$ cat src/design/qemi_pkg.sv
// Shared types, codes and command/status bundles for the quartic extension unit.
`timescale 1ns / 1ps

package qemi_pkg;

    localparam int FIELD_W   = 12;
    localparam int NUM_RED   = 9;
    localparam int RED_IDX_W = $clog2(NUM_RED);

    localparam logic OP_MUL = 1'b0;
    localparam logic OP_INV = 1'b1;

    typedef logic signed [FIELD_W-1:0] coef_t;

    typedef struct packed {
        logic  opcode;
        coef_t a0;
        coef_t a1;
        coef_t a2;
        coef_t a3;
        coef_t b0;
        coef_t b1;
        coef_t b2;
        coef_t b3;
        coef_t alpha;
    } in_t;

    typedef struct packed {
        coef_t c0;
        coef_t c1;
        coef_t c2;
        coef_t c3;
        logic  zero_operand;
    } out_t;

    typedef enum logic [1:0] {
        MM_RED,
        MM_PROD,
        MM_ALPHA
    } mm_sel_t;

    typedef struct packed {
        logic                 load;
        logic                 mm_start;
        mm_sel_t              mm_sel;
        logic                 red_write;
        logic [RED_IDX_W-1:0] red_idx;
        logic                 t_clear;
        logic                 acc_step;
        logic                 yx_step;
        logic                 x_rot;
        logic                 y_from_c;
        logic                 y_from_x;
        logic                 t_to_c;
        logic                 t_to_x;
        logic                 e_shift;
        logic                 out_load;
        logic                 out_zero;
    } dp_cmd_t;

    typedef struct packed {
        logic mm_valid;
        logic invert;
        logic x_zero;
        logic e_zero;
        logic e_lsb;
        logic out_busy;
    } dp_status_t;

endpackage

$ cat src/design/qemi_mulmod.sv
// Five-stage modular multiplier with Barrett reduction and signed-input fixup.
`timescale 1ns / 1ps

module qemi_mulmod #(
    parameter int  MODULUS_Q = 3457,
    localparam int W         = $clog2(MODULUS_Q + 1),
    localparam int XW        = (W > 12) ? W : 12
) (
    input  logic          aclk,
    input  logic          aresetn,
    input  logic          start,
    input  logic [XW-1:0] x,
    input  logic [W-1:0]  y,
    input  logic          neg,
    output logic          valid,
    output logic [W-1:0]  res
);

    localparam int    PW    = XW + W;
    localparam int    MW    = XW + 2;
    localparam int    RW    = W + 2;
    localparam longint MRED = (64'd1 << PW) / MODULUS_Q;
    localparam int    C4096 = 4096 % MODULUS_Q;

    localparam logic [MW-1:0] MC  = MW'(MRED);
    localparam logic [W-1:0]  QC  = W'(MODULUS_Q);
    localparam logic [RW-1:0] QR  = RW'(MODULUS_Q);
    localparam logic [RW-1:0] Q2R = RW'(2 * MODULUS_Q);
    localparam logic [W:0]    CN  = (W + 1)'(C4096);
    localparam logic [W:0]    QN  = (W + 1)'(MODULUS_Q);

    logic [4:0]      vld_reg;
    logic [3:0]      neg_reg;
    logic [PW-1:0]   p_reg;
    logic [PW-1:0]   p2_reg;
    logic [MW-1:0]   qe_reg;
    logic [RW-1:0]   r_reg;
    logic [W-1:0]    r4_reg;
    logic [W-1:0]    res_reg;

    logic [PW+MW-1:0] pm;
    logic [PW-1:0]    qq;
    logic [PW-1:0]    rd;
    logic [W-1:0]     r4_next;
    logic [W:0]       adj;

    always_comb begin
        pm = (PW + MW)'(p_reg) * (PW + MW)'(MC);
        qq = PW'(qe_reg) * PW'(QC);
        rd = p2_reg - qq;
        if (r_reg >= Q2R) begin
            r4_next = W'(r_reg - Q2R);
        end else if (r_reg >= QR) begin
            r4_next = W'(r_reg - QR);
        end else begin
            r4_next = W'(r_reg);
        end
        adj = {1'b0, r4_reg};
        if (neg_reg[3]) begin
            adj = {1'b0, r4_reg} - CN;
            if ({1'b0, r4_reg} < CN) begin
                adj = adj + QN;
            end
        end
    end

    always_ff @(posedge aclk) begin
        if (!aresetn) begin
            vld_reg <= '0;
        end else begin
            vld_reg <= {vld_reg[3:0], start};
        end
    end

    always_ff @(posedge aclk) begin
        neg_reg <= {neg_reg[2:0], neg};
        p_reg   <= PW'(x) * PW'(y);
        p2_reg  <= p_reg;
        qe_reg  <= pm[PW+MW-1:PW];
        r_reg   <= rd[RW-1:0];
        r4_reg  <= r4_next;
        res_reg <= adj[W-1:0];
    end

    assign valid = vld_reg[4];
    assign res   = res_reg;

endmodule

$ cat src/design/qemi_datapath.sv
// Datapath: operand, rotating product and result registers around one shared mulmod.
`timescale 1ns / 1ps

module qemi_datapath #(
    parameter int MODULUS_Q = 3457
) (
    input  logic                aclk,
    input  logic                aresetn,
    input  qemi_pkg::in_t       s_data,
    input  qemi_pkg::dp_cmd_t   cmd,
    output qemi_pkg::dp_status_t st,
    output logic                m_valid,
    input  logic                m_ready,
    output qemi_pkg::out_t      m_data
);

    import qemi_pkg::*;

    localparam int     W    = $clog2(MODULUS_Q + 1);
    localparam int     XW   = (W > 12) ? W : 12;
    localparam int     CW   = (W + 1 > FIELD_W) ? W + 1 : FIELD_W;
    localparam longint QL   = longint'(MODULUS_Q);
    localparam longint QQ   = QL * QL * QL * QL;
    localparam int     EW   = $clog2(QQ);
    localparam logic [EW-1:0] E_INIT = EW'(QQ - 64'd2);
    localparam logic [W-1:0]  HALF   = W'((MODULUS_Q - 1) / 2);
    localparam logic [W:0]    QN     = (W + 1)'(MODULUS_Q);

    logic [FIELD_W-1:0] raw_reg [NUM_RED];
    logic [W-1:0]       x_reg [4];
    logic [W-1:0]       y_reg [4];
    logic [W-1:0]       t_reg [4];
    logic [W-1:0]       c_reg [4];
    logic [W-1:0]       alpha_reg;
    logic [EW-1:0]      e_reg;
    logic               inv_reg;
    logic               m_valid_reg;
    out_t               out_reg;

    logic [XW-1:0] mm_x;
    logic [W-1:0]  mm_y;
    logic          mm_neg;
    logic          mm_valid;
    logic [W-1:0]  mm_res;
    logic [W:0]    acc_sum;

    function automatic coef_t center(input logic [W-1:0] r);
        logic [CW-1:0] v;
        begin
            v = CW'(r);
            if (r > HALF) begin
                v = v - CW'(MODULUS_Q);
            end
            return coef_t'(v[FIELD_W-1:0]);
        end
    endfunction

    always_comb begin
        case (cmd.mm_sel)
            MM_RED: begin
                mm_x   = XW'(raw_reg[0]);
                mm_y   = W'(1);
                mm_neg = raw_reg[0][FIELD_W-1];
            end
            MM_ALPHA: begin
                mm_x   = XW'(alpha_reg);
                mm_y   = y_reg[3];
                mm_neg = 1'b0;
            end
            default: begin
                mm_x   = XW'(x_reg[0]);
                mm_y   = y_reg[0];
                mm_neg = 1'b0;
            end
        endcase
        acc_sum = {1'b0, t_reg[0]} + {1'b0, mm_res};
        if (acc_sum >= QN) begin
            acc_sum = acc_sum - QN;
        end
    end

    qemi_mulmod #(
        .MODULUS_Q(MODULUS_Q)
    ) u_mulmod (
        .aclk   (aclk),
        .aresetn(aresetn),
        .start  (cmd.mm_start),
        .x      (mm_x),
        .y      (mm_y),
        .neg    (mm_neg),
        .valid  (mm_valid),
        .res    (mm_res)
    );

    always_ff @(posedge aclk) begin
        if (cmd.load) begin
            raw_reg[0] <= s_data.a0;
            raw_reg[1] <= s_data.a1;
            raw_reg[2] <= s_data.a2;
            raw_reg[3] <= s_data.a3;
            raw_reg[4] <= s_data.b0;
            raw_reg[5] <= s_data.b1;
            raw_reg[6] <= s_data.b2;
            raw_reg[7] <= s_data.b3;
            raw_reg[8] <= s_data.alpha;
            inv_reg    <= (s_data.opcode == OP_INV);
            e_reg      <= E_INIT;
            c_reg[0]   <= W'(1);
            c_reg[1]   <= '0;
            c_reg[2]   <= '0;
            c_reg[3]   <= '0;
        end else begin
            if (cmd.mm_start && cmd.mm_sel == MM_RED) begin
                for (int j = 0; j < NUM_RED - 1; j++) begin
                    raw_reg[j] <= raw_reg[j+1];
                end
            end
            if (cmd.e_shift) begin
                e_reg <= e_reg >> 1;
            end
            if (cmd.t_to_c) begin
                for (int j = 0; j < 4; j++) begin
                    c_reg[j] <= t_reg[j];
                end
            end
        end

        if (cmd.red_write && cmd.red_idx == RED_IDX_W'(NUM_RED - 1)) begin
            alpha_reg <= mm_res;
        end

        if (cmd.red_write && cmd.red_idx < RED_IDX_W'(4)) begin
            x_reg[cmd.red_idx[1:0]] <= mm_res;
        end else if (cmd.t_to_x) begin
            for (int j = 0; j < 4; j++) begin
                x_reg[j] <= t_reg[j];
            end
        end else if (cmd.x_rot || cmd.yx_step) begin
            for (int j = 0; j < 3; j++) begin
                x_reg[j] <= x_reg[j+1];
            end
            x_reg[3] <= x_reg[0];
        end

        if (cmd.red_write && cmd.red_idx >= RED_IDX_W'(4)
                && cmd.red_idx < RED_IDX_W'(8)) begin
            y_reg[cmd.red_idx[1:0]] <= mm_res;
        end else if (cmd.y_from_c) begin
            for (int j = 0; j < 4; j++) begin
                y_reg[j] <= c_reg[j];
            end
        end else if (cmd.y_from_x) begin
            for (int j = 0; j < 4; j++) begin
                y_reg[j] <= x_reg[j];
            end
        end else if (cmd.acc_step) begin
            for (int j = 0; j < 3; j++) begin
                y_reg[j] <= y_reg[j+1];
            end
            y_reg[3] <= y_reg[0];
        end else if (cmd.yx_step) begin
            y_reg[0] <= mm_res;
            for (int j = 1; j < 4; j++) begin
                y_reg[j] <= y_reg[j-1];
            end
        end

        if (cmd.t_clear) begin
            for (int j = 0; j < 4; j++) begin
                t_reg[j] <= '0;
            end
        end else if (cmd.acc_step) begin
            for (int j = 0; j < 3; j++) begin
                t_reg[j] <= t_reg[j+1];
            end
            t_reg[3] <= acc_sum[W-1:0];
        end

        if (cmd.out_load) begin
            if (cmd.out_zero) begin
                out_reg.c0           <= '0;
                out_reg.c1           <= '0;
                out_reg.c2           <= '0;
                out_reg.c3           <= '0;
                out_reg.zero_operand <= 1'b1;
            end else begin
                out_reg.c0           <= center(c_reg[0]);
                out_reg.c1           <= center(c_reg[1]);
                out_reg.c2           <= center(c_reg[2]);
                out_reg.c3           <= center(c_reg[3]);
                out_reg.zero_operand <= 1'b0;
            end
        end
    end

    always_ff @(posedge aclk) begin
        if (!aresetn) begin
            m_valid_reg <= 1'b0;
        end else if (cmd.out_load) begin
            m_valid_reg <= 1'b1;
        end else if (m_ready) begin
            m_valid_reg <= 1'b0;
        end
    end

    always_comb begin
        st.mm_valid = mm_valid;
        st.invert   = inv_reg;
        st.x_zero   = (x_reg[0] == '0) && (x_reg[1] == '0)
                   && (x_reg[2] == '0) && (x_reg[3] == '0);
        st.e_zero   = (e_reg == '0);
        st.e_lsb    = e_reg[0];
        st.out_busy = m_valid_reg && !m_ready;
    end

    assign m_valid = m_valid_reg;
    assign m_data  = out_reg;

endmodule

$ cat src/design/qemi_ctrl.sv
// Controller: sequences input reduction, ring products and square-and-multiply.
`timescale 1ns / 1ps

module qemi_ctrl (
    input  logic                 aclk,
    input  logic                 aresetn,
    input  logic                 s_valid,
    output logic                 s_ready,
    input  qemi_pkg::dp_status_t st,
    output qemi_pkg::dp_cmd_t    cmd
);

    import qemi_pkg::*;

    typedef enum logic [3:0] {
        ST_IDLE,
        ST_RED_ISSUE,
        ST_RED_WAIT,
        ST_DISPATCH,
        ST_LOOP,
        ST_RM_START,
        ST_RM_PROD,
        ST_RM_PROD_WAIT,
        ST_RM_ALPHA,
        ST_RM_ALPHA_WAIT,
        ST_RM_DONE,
        ST_FINISH
    } state_t;

    localparam logic [RED_IDX_W-1:0] RED_LAST = RED_IDX_W'(NUM_RED - 1);

    state_t               state_reg, state_next;
    logic [RED_IDX_W-1:0] red_cnt_reg, red_cnt_next;
    logic [1:0]           k_reg, k_next;
    logic [1:0]           i_reg, i_next;
    logic                 dest_x_reg, dest_x_next;
    logic                 zero_reg, zero_next;

    always_comb begin
        cmd          = '0;
        cmd.mm_sel   = MM_PROD;
        cmd.red_idx  = red_cnt_reg;
        cmd.out_zero = zero_reg;
        state_next   = state_reg;
        red_cnt_next = red_cnt_reg;
        k_next       = k_reg;
        i_next       = i_reg;
        dest_x_next  = dest_x_reg;
        zero_next    = zero_reg;

        case (state_reg)
            ST_IDLE: begin
                if (s_valid) begin
                    cmd.load     = 1'b1;
                    red_cnt_next = '0;
                    state_next   = ST_RED_ISSUE;
                end
            end
            ST_RED_ISSUE: begin
                cmd.mm_start = 1'b1;
                cmd.mm_sel   = MM_RED;
                state_next   = ST_RED_WAIT;
            end
            ST_RED_WAIT: begin
                if (st.mm_valid) begin
                    cmd.red_write = 1'b1;
                    if (red_cnt_reg == RED_LAST) begin
                        state_next = ST_DISPATCH;
                    end else begin
                        red_cnt_next = red_cnt_reg + 1'b1;
                        state_next   = ST_RED_ISSUE;
                    end
                end
            end
            ST_DISPATCH: begin
                zero_next = st.invert && st.x_zero;
                if (!st.invert) begin
                    dest_x_next = 1'b0;
                    state_next  = ST_RM_START;
                end else if (st.x_zero) begin
                    state_next = ST_FINISH;
                end else begin
                    state_next = ST_LOOP;
                end
            end
            ST_LOOP: begin
                if (st.e_zero) begin
                    state_next = ST_FINISH;
                end else if (st.e_lsb) begin
                    cmd.y_from_c = 1'b1;
                    dest_x_next  = 1'b0;
                    state_next   = ST_RM_START;
                end else begin
                    cmd.y_from_x = 1'b1;
                    dest_x_next  = 1'b1;
                    state_next   = ST_RM_START;
                end
            end
            ST_RM_START: begin
                cmd.t_clear = 1'b1;
                i_next      = '0;
                k_next      = '0;
                state_next  = ST_RM_PROD;
            end
            ST_RM_PROD: begin
                cmd.mm_start = 1'b1;
                cmd.mm_sel   = MM_PROD;
                state_next   = ST_RM_PROD_WAIT;
            end
            ST_RM_PROD_WAIT: begin
                if (st.mm_valid) begin
                    cmd.acc_step = 1'b1;
                    k_next       = k_reg + 1'b1;
                    if (k_reg == 2'd3) begin
                        if (i_reg == 2'd3) begin
                            cmd.x_rot  = 1'b1;
                            state_next = ST_RM_DONE;
                        end else begin
                            state_next = ST_RM_ALPHA;
                        end
                    end else begin
                        state_next = ST_RM_PROD;
                    end
                end
            end
            ST_RM_ALPHA: begin
                cmd.mm_start = 1'b1;
                cmd.mm_sel   = MM_ALPHA;
                state_next   = ST_RM_ALPHA_WAIT;
            end
            ST_RM_ALPHA_WAIT: begin
                if (st.mm_valid) begin
                    cmd.yx_step = 1'b1;
                    i_next      = i_reg + 1'b1;
                    state_next  = ST_RM_PROD;
                end
            end
            ST_RM_DONE: begin
                if (dest_x_reg) begin
                    cmd.t_to_x  = 1'b1;
                    cmd.e_shift = 1'b1;
                    state_next  = ST_LOOP;
                end else begin
                    cmd.t_to_c = 1'b1;
                    if (!st.invert) begin
                        state_next = ST_FINISH;
                    end else begin
                        cmd.y_from_x = 1'b1;
                        dest_x_next  = 1'b1;
                        state_next   = ST_RM_START;
                    end
                end
            end
            ST_FINISH: begin
                if (!st.out_busy) begin
                    cmd.out_load = 1'b1;
                    state_next   = ST_IDLE;
                end
            end
            default: begin
                state_next = ST_IDLE;
            end
        endcase
    end

    always_ff @(posedge aclk) begin
        if (!aresetn) begin
            state_reg   <= ST_IDLE;
            red_cnt_reg <= '0;
            k_reg       <= '0;
            i_reg       <= '0;
            dest_x_reg  <= 1'b0;
            zero_reg    <= 1'b0;
        end else begin
            state_reg   <= state_next;
            red_cnt_reg <= red_cnt_next;
            k_reg       <= k_next;
            i_reg       <= i_next;
            dest_x_reg  <= dest_x_next;
            zero_reg    <= zero_next;
        end
    end

    assign s_ready = (state_reg == ST_IDLE);

endmodule

$ cat src/design/quartic_ext_mul_inv_mod_q.sv
// Top level of the quartic extension multiply/invert unit mod MODULUS_Q.
`timescale 1ns / 1ps

// Multiplies or inverts one element of Z_Q[x]/(x^4 - alpha) per transaction,
// one transaction at a time. All modular products go through a single
// five-stage mulmod unit, issued one at a time. Operand reduction issues 9
// products, one ring product 19 (16 coefficient products plus 3 alpha
// products). Invert takes L plus the count of ones in Q^4-2 ring products
// after reduction (at most 2*L), with L the bit length of Q^4-2 (48 for
// Q = 3457); an all-zero operand to invert returns after reduction with
// zero_operand set. The result register frees the controller, which takes
// the next transaction while a finished one waits on m_ready.
module quartic_ext_mul_inv_mod_q #(
    parameter int MODULUS_Q = 3457
) (
    input  logic           aclk,
    input  logic           aresetn,
    input  logic           s_valid,
    output logic           s_ready,
    input  qemi_pkg::in_t  s_data,
    output logic           m_valid,
    input  logic           m_ready,
    output qemi_pkg::out_t m_data
);

    import qemi_pkg::*;

    dp_cmd_t    cmd;
    dp_status_t st;

    qemi_ctrl u_ctrl (
        .aclk   (aclk),
        .aresetn(aresetn),
        .s_valid(s_valid),
        .s_ready(s_ready),
        .st     (st),
        .cmd    (cmd)
    );

    qemi_datapath #(
        .MODULUS_Q(MODULUS_Q)
    ) u_datapath (
        .aclk   (aclk),
        .aresetn(aresetn),
        .s_data (s_data),
        .cmd    (cmd),
        .st     (st),
        .m_valid(m_valid),
        .m_ready(m_ready),
        .m_data (m_data)
    );

endmodule
$ cat config.mk
export PLATFORM = sky130hd
export DESIGN_NAME = quartic_ext_mul_inv_mod_q
export DESIGN_NICKNAME = d
export VERILOG_FILES = /design/src/design/qemi_pkg.sv /design/src/design/qemi_mulmod.sv /design/src/design/qemi_datapath.sv /design/src/design/qemi_ctrl.sv /design/src/design/quartic_ext_mul_inv_mod_q.sv
export SDC_FILE = /design/constraint.sdc
export NUM_CORES = 2
export LEC_CHECK = 0
export BUFFER_PORTS_ARGS = -buffer_cell sky130_fd_sc_hd__buf_2
export CORE_ASPECT_RATIO = 0.6
export CORE_UTILIZATION = 43
export CTS_BUF_LIST = sky130_fd_sc_hd__clkbuf_8 sky130_fd_sc_hd__clkbuf_16
export DETAILED_ROUTE_END_ITERATION = 12
export GPL_ROUTABILITY_DRIVEN = 0
export SLEW_MARGIN = 10
export SYNTH_ARGS = -nofsm -noshare
export SYNTH_HDL_FRONTEND = slang
export SYNTH_SLANG_ARGS = --single-unit
$ cat constraint.sdc
create_clock -name aclk -period 8.8 [get_ports aclk]
set_input_delay 0.44 -clock aclk [delete_from_list [all_inputs] [get_ports aclk]]
set_output_delay 0.44 -clock aclk [all_outputs]
set_load 0.02 [all_outputs]
; ---- After elaboration in Yosys (flattened, before gate mapping)
; Memories as Yosys holds them, arrays and structs flattened.
; Index checks and enable logic that the tools add are counted.
[word_totals]
reg_bits = 223
ram_bits = 300
in_bits = 113
output_inout_bits = 51
word_cells = 285
memories = 5
[memory_table]
columns = memory, words, word_bits, rd, rd_clocked_by_memory_dff, wr, line
row1 = u_datapath.raw_reg, 9, 12, 9, 0, 9, qemi_datapath.sv:29  ; logic [FIELD_W-1:0] raw_reg [NUM_RED];
row2 = u_datapath.c_reg, 4, 12, 4, 0, 4, qemi_datapath.sv:33  ; logic [W-1:0] c_reg [4];
row3 = u_datapath.t_reg, 4, 12, 4, 0, 4, qemi_datapath.sv:32  ; logic [W-1:0] t_reg [4];
row4 = u_datapath.x_reg, 4, 12, 4, 0, 4, qemi_datapath.sv:30  ; logic [W-1:0] x_reg [4];
row5 = u_datapath.y_reg, 4, 12, 4, 0, 4, qemi_datapath.sv:31  ; logic [W-1:0] y_reg [4];
[op_classes]
n_addsub = 14
mul = 3
order_cmp = 11
n_eq_ne = 23
n_mux = 142
bitwise = 32
n_reduce_logical = 31
[op_table]
columns = cell, count
row1 = $mux 12, 43
row2 = $sub 12x12->12 const B, 7
row3 = $mux 1, 66
row4 = $mux 4, 14
row5 = $gt 12x11->1 const B, 4
row6 = $logic_not 12->1, 4
row7 = $logic_not 48->1, 1
row8 = $pmux 12 s2, 2
row9 = $pmux 4 s12, 1
row10 = $mul 24x13->37 const B, 1
row11 = $or 1x1->1, 32
row12 = $mul 12x12->24, 1
row13 = $reduce_or 12->1, 2
row14 = $eq 4x4->1 const B, 5
row15 = $mux 2, 9
row16 = $eq 4x3->1 const B, 4
row17 = $ge 14x12->1 const B, 1
row18 = $ge 14x13->1 const B, 1
row19 = $mul 13x12->14 const B, 1
row20 = $sub 14x14->14, 1
row21 = $add 12x12->13, 1
row22 = $ge 13x12->1 const B, 1
row23 = $add 12x12->12 const B, 1
row24 = $lt 12x10->1 const B, 1
row25 = 28 further kinds, 52

; ---- Logic depth before layout (Yosys ltp)
[depth]
ltp_word = 13
mapped_depth = 28
depth_no_buf = 24

; ---- Modules after synthesis
; Synthesis repeated with hierarchy kept, for this count alone.
[hier_totals]
hier_cells = 3265
area_unflattened_um2 = 35008.6
[modules_own_cells]
columns = module, instances, cells_each, area_each_um2, seq_area_each_um2
row1 = qemi_datapath, 1, 1578, 19369.8, 11851.4
row2 = qemi_mulmod, 1, 1539, 14523.9, 1961.9
row3 = qemi_ctrl, 1, 148, 1114.8, 280.3

; ---- Worst setup path after synthesis
; OpenSTA, ideal clock, no wires.
[synth_path]
path_kind = register to register
start = register u_ctrl.state_reg[0]
end = register u_datapath.u_mulmod.p_reg[19]
setup_time_ns = 0.095
t_arrival_ns = 6.356
required_ns = 8.705
path_slack_ns = 2.348
stages_incl_launch_ff = 24
n_path_buf = 4
synth_period_minus_slack_ns = 6.452
path_cell_list = dfxtp_1 -> clkbuf_1 -> nor2b_1 -> and2_1 -> buf_2 -> nor2_1 -> clkbuf_1 -> clkbuf_1 -> a22oi_1 -> a21oi_1 -> fa_1 -> fa_1 -> fa_1 -> fa_1 -> inv_1 -> fa_1 -> inv_1 -> ha_1 -> or3_1 -> nor2_1 -> inv_1 -> o32ai_1 -> or4b_1 -> o311ai_1
[synth_between]
elab_chain_cells = 5
word_cells_on_any_way = 9
cone_classes = mul (1) / eq/ne (4) / mux (3) / reduce/logical (1)
[synth_lines]
columns = item, line
row1 = "start, declared", qemi_ctrl.sv:32  ; state_t state_reg, state_next;
row2 = "start signal, assigned", qemi_ctrl.sv:175  ; state_reg <= state_next;
row3 = $eq 4x4->1 (tied with other cells), qemi_ctrl.sv:51  ; case (state_reg)
row4 = $pmux 3 s3 (*), qemi_ctrl.sv:51
row5 = $eq 2x2->1 / $logic_not 2->1 (equally long branches), qemi_datapath.sv:59  ; case (cmd.mm_sel)
row6 = $pmux 12 s2, qemi_datapath.sv:59
row7 = $mul 12x12->24 (*), qemi_mulmod.sv:77  ; p_reg <= PW'(x) * PW'(y);
row8 = "end signal, assigned", qemi_mulmod.sv:77
row9 = "end, declared", qemi_mulmod.sv:34  ; logic [PW-1:0] p_reg;
; Every way passes the cells marked *; elsewhere a longest branch is shown, timed or not.
; A chain may end at the register's enable or synchronous reset.

; ---- Worst setup path in the final report
[layout_path]
start = register u_ctrl.state_reg[1]
end = register u_datapath.u_mulmod.p_reg[19]
; The elaborated chain is that of the path after synthesis.

==> results.yml <==
outcome:
  outcome: "completed"
synth:
  yosys.area.top_type: "edfxtp_1"
  synth-edff-count: 362
  yosys-top-cells-count: "nand2_1, edfxtp_1, inv_1"
  synthMuxAreaShare: 0.00382
  ys_seq_elements: 523
  synth_xor_area_frac: 0.0295
  synth_top_family_by_area: "adder cells"
  synth.area.top_cells: "edfxtp_1, fa_1, dfxtp_1"
  ys_seq_area_frac: 0.410
  yosys.cell_types.count: 77
  syn-mean-instance-area_um2: 10.0
  synth_flop_cell: "edfxtp_1"
  ys_warn_count: 0
  synth_most_common_cell: "nand2_1"
  async_flop_share: 0
  synthSimpleGateAreaFrac: 0.166
  syn_inst: 3439
  synth_area_um2: 34400
  synth_nets: 4045
  synth_compound_area_frac: 0.105
  synth_top_area_share: 0.316
  synthAdderAreaFrac: 0.232
drt:
  vias_per_cell: 5.37
  dr.pass1.iters: 6
  drtAntennaViolNets: 0
  vias: 25000
  drt_wl_total_um: 92000
  drt_iter0_markers: 2666
  drc: 0
  wl_per_cell_um: 19.7
cts:
  cts_resized: 0
  ctsLongestPathBuffers: 3
  cts_htree_levels: 2
  cts_setup_buffers: 0
  cts_tree: "done"
  cts_sinks: 523
  cts_buffers: 52
  clk_pin_slew_ns: 0.06
  cts_root_buf: "clkbuf_16"
  ctsHoldBuffers: 13
  clk_latency_ns: 0.62
global_route:
  grt_usage: 0.226
  antenna_found_initial: 12
  grt_pass1_vias: 23900
  grt_overflow: 0
  grt_max_degree: 99
  grt_pass1_wl_um: 143000
timing:
  max_slew.worst_pin.slew_ns: 1.14
  drv_slew: 0
  fin_tns_setup_ns: 0
  skew_ns: 0.0266
  rsz0062_at_grt: "no"
  final-hold-violation-count: 0
  period_needed_ns: 7.65
  slew_headroom: 0.234
  hold_slack_ns: 0.0960
  setup_viol: 0
  max_freq_mhz: 131
  finalCritPeriodShare: 0.870
hold_path:
  min_path_type: "primary input to flop"
layout:
  seq_area_um2: 14100
  multi_input_area_um2: 18500
  drive_above_1_share: 0.0893
  postLayoutCellArea_um2: 38200
  fill_cells: 7266
  final_util: 0.488
  nNetsFinal: 4169
  largest_register_ffs: 108
  syn2layout_area_growth_pct: 11.2
floorplanning:
  ioPinCount: 164
  start_util: 0.439
  core_um2: 78300
  dieWidth_um: 367
  row_count: 79
  dieHeight_um: 221
  dieArea_um2: 81200
worst_setup_path:
  required_ns: 9.31
  path_class: "flop to flop"
  setup.worst_path.start_class: "flop"
  cp_slowest_cell: "nor2_2"
  cp_slowest_stage_delay_ns: 0.81
  worst_setup_path_end_kind: "flop"
  arrival_ns: 8.17
  crit_chain: "nor2b_1 -> and2_4 -> nor2_2 -> nand2_1 -> nand2_1 -> and2_1 -> fa_1 -> ha_1 -> fa_1 -> inv_1 -> fa_1 -> fa_1 -> inv_1 -> ha_1 -> inv_1 -> o21ai_1 -> a2111oi_2 -> nor3_1 -> o32ai_1 -> or4b_1 -> o311ai_1"
  worstPathMaxFanout: 24
  path_common_cell: "fa_1"
place:
  dpl_cell_area_um2: 36300
  hpwl_um: 69900
  port_buffers: 163
flow_run:
  max_cap_viol_count: 0
stage by stage:
stage          std cells  worst slack [ns]
3_3_place_gp        4549              1.45
5_1_grt             4663             0.672
4_1_cts             4660              1.27
2_1_floorplan       3439              2.35
6_report            4664              1.15
3_5_place_dp        4549              1.29
critical path, delay by kind of cell (launching register included):
family                     cells  cell delay [ns]
DFF                            1             0.77
adders and majority gates      6             2.51
and+or+nand+nor                8             2.90
AOI/OAI and AO/OA              4             1.18
buffers and inverters          3             0.15
final cells by class:
| type | instances | area share |
|---|---|---|
| flip-flops and latches | 523 | 0.369 |
| multi-input cells | 2423 | 0.484 |
| repair buffers | 204 | 0.0302 |
| inverters | 359 | 0.0353 |
| well taps | 1053 | 0.0345 |
| clock buffers | 54 | 0.0353 |
| clock inverters | 44 | 0.0117 |
| diodes | 4 | 0.000262 |
final timing paths:
kind | startpoint | to | slack [ns] | cells after the start
min reg2reg | u_datapath.u_mulmod.neg_reg[1]$_DFF_P_ | u_datapath.u_mulmod.neg_reg[2]$_DFF_P_ | 0.34 | 0
min | s_data[16] | u_datapath.raw_reg[0][88]$_DFFE_PP_ | 0.1 | 3
max reg2reg | u_ctrl.state_reg[1]$_SDFFE_PN0P_ | u_datapath.u_mulmod.p_reg[19]$_DFF_P_ | 1.15 | 21
max | u_ctrl.state_reg[1]$_SDFFE_PN0P_ | u_datapath.u_mulmod.p_reg[19]$_DFF_P_ | 1.15 | 21
routing by layer:
metal / global-route usage / vias up / wire length [um]
li1: - / 12000 / -
met1: 0.354 / 11900 / 44600
met2: 0.284 / 1001 / 33900
met3: 0.0959 / 120 / 12000
met4: 0.0337 / 16 / 1240
met5: 0.0146 / - / 261
layout by cell type, fill, tap and decap left out, drive strengths merged, types with 22 or more instances in the layout:
master  Yosys  final
xor2       47     47
a221o      51     51
or3        25     25
nor2      197    197
ha        253    253
clkbuf    117     54
nand3      55     55
dfxtp     161    161
a21oi     145    145
nor3       54     54
xnor2      69     69
fa        240    240
o21ai     108    108
and2      130    130
nor4       32     32
o21a       22     22
edfxtp    362    362
inv       359    366
buf        17    191
nand2     670    670
logic make-up (layout without fill, tap and decap cells):
group | count (synthesis) | count (layout)
adders and majority gates | 493 | 493
other | 0 | 4
AOI/OAI and AO/OA | 531 | 531
muxes | 13 | 13
buffers and inverters | 493 | 661
and+or+nand+nor | 1270 | 1270
DFF | 523 | 523
xor gates and xnor gates | 116 | 116
Power is left out: the tool's default activity adds up to more than one toggle a clock period on the data nets, which glitch-free logic cannot reach.
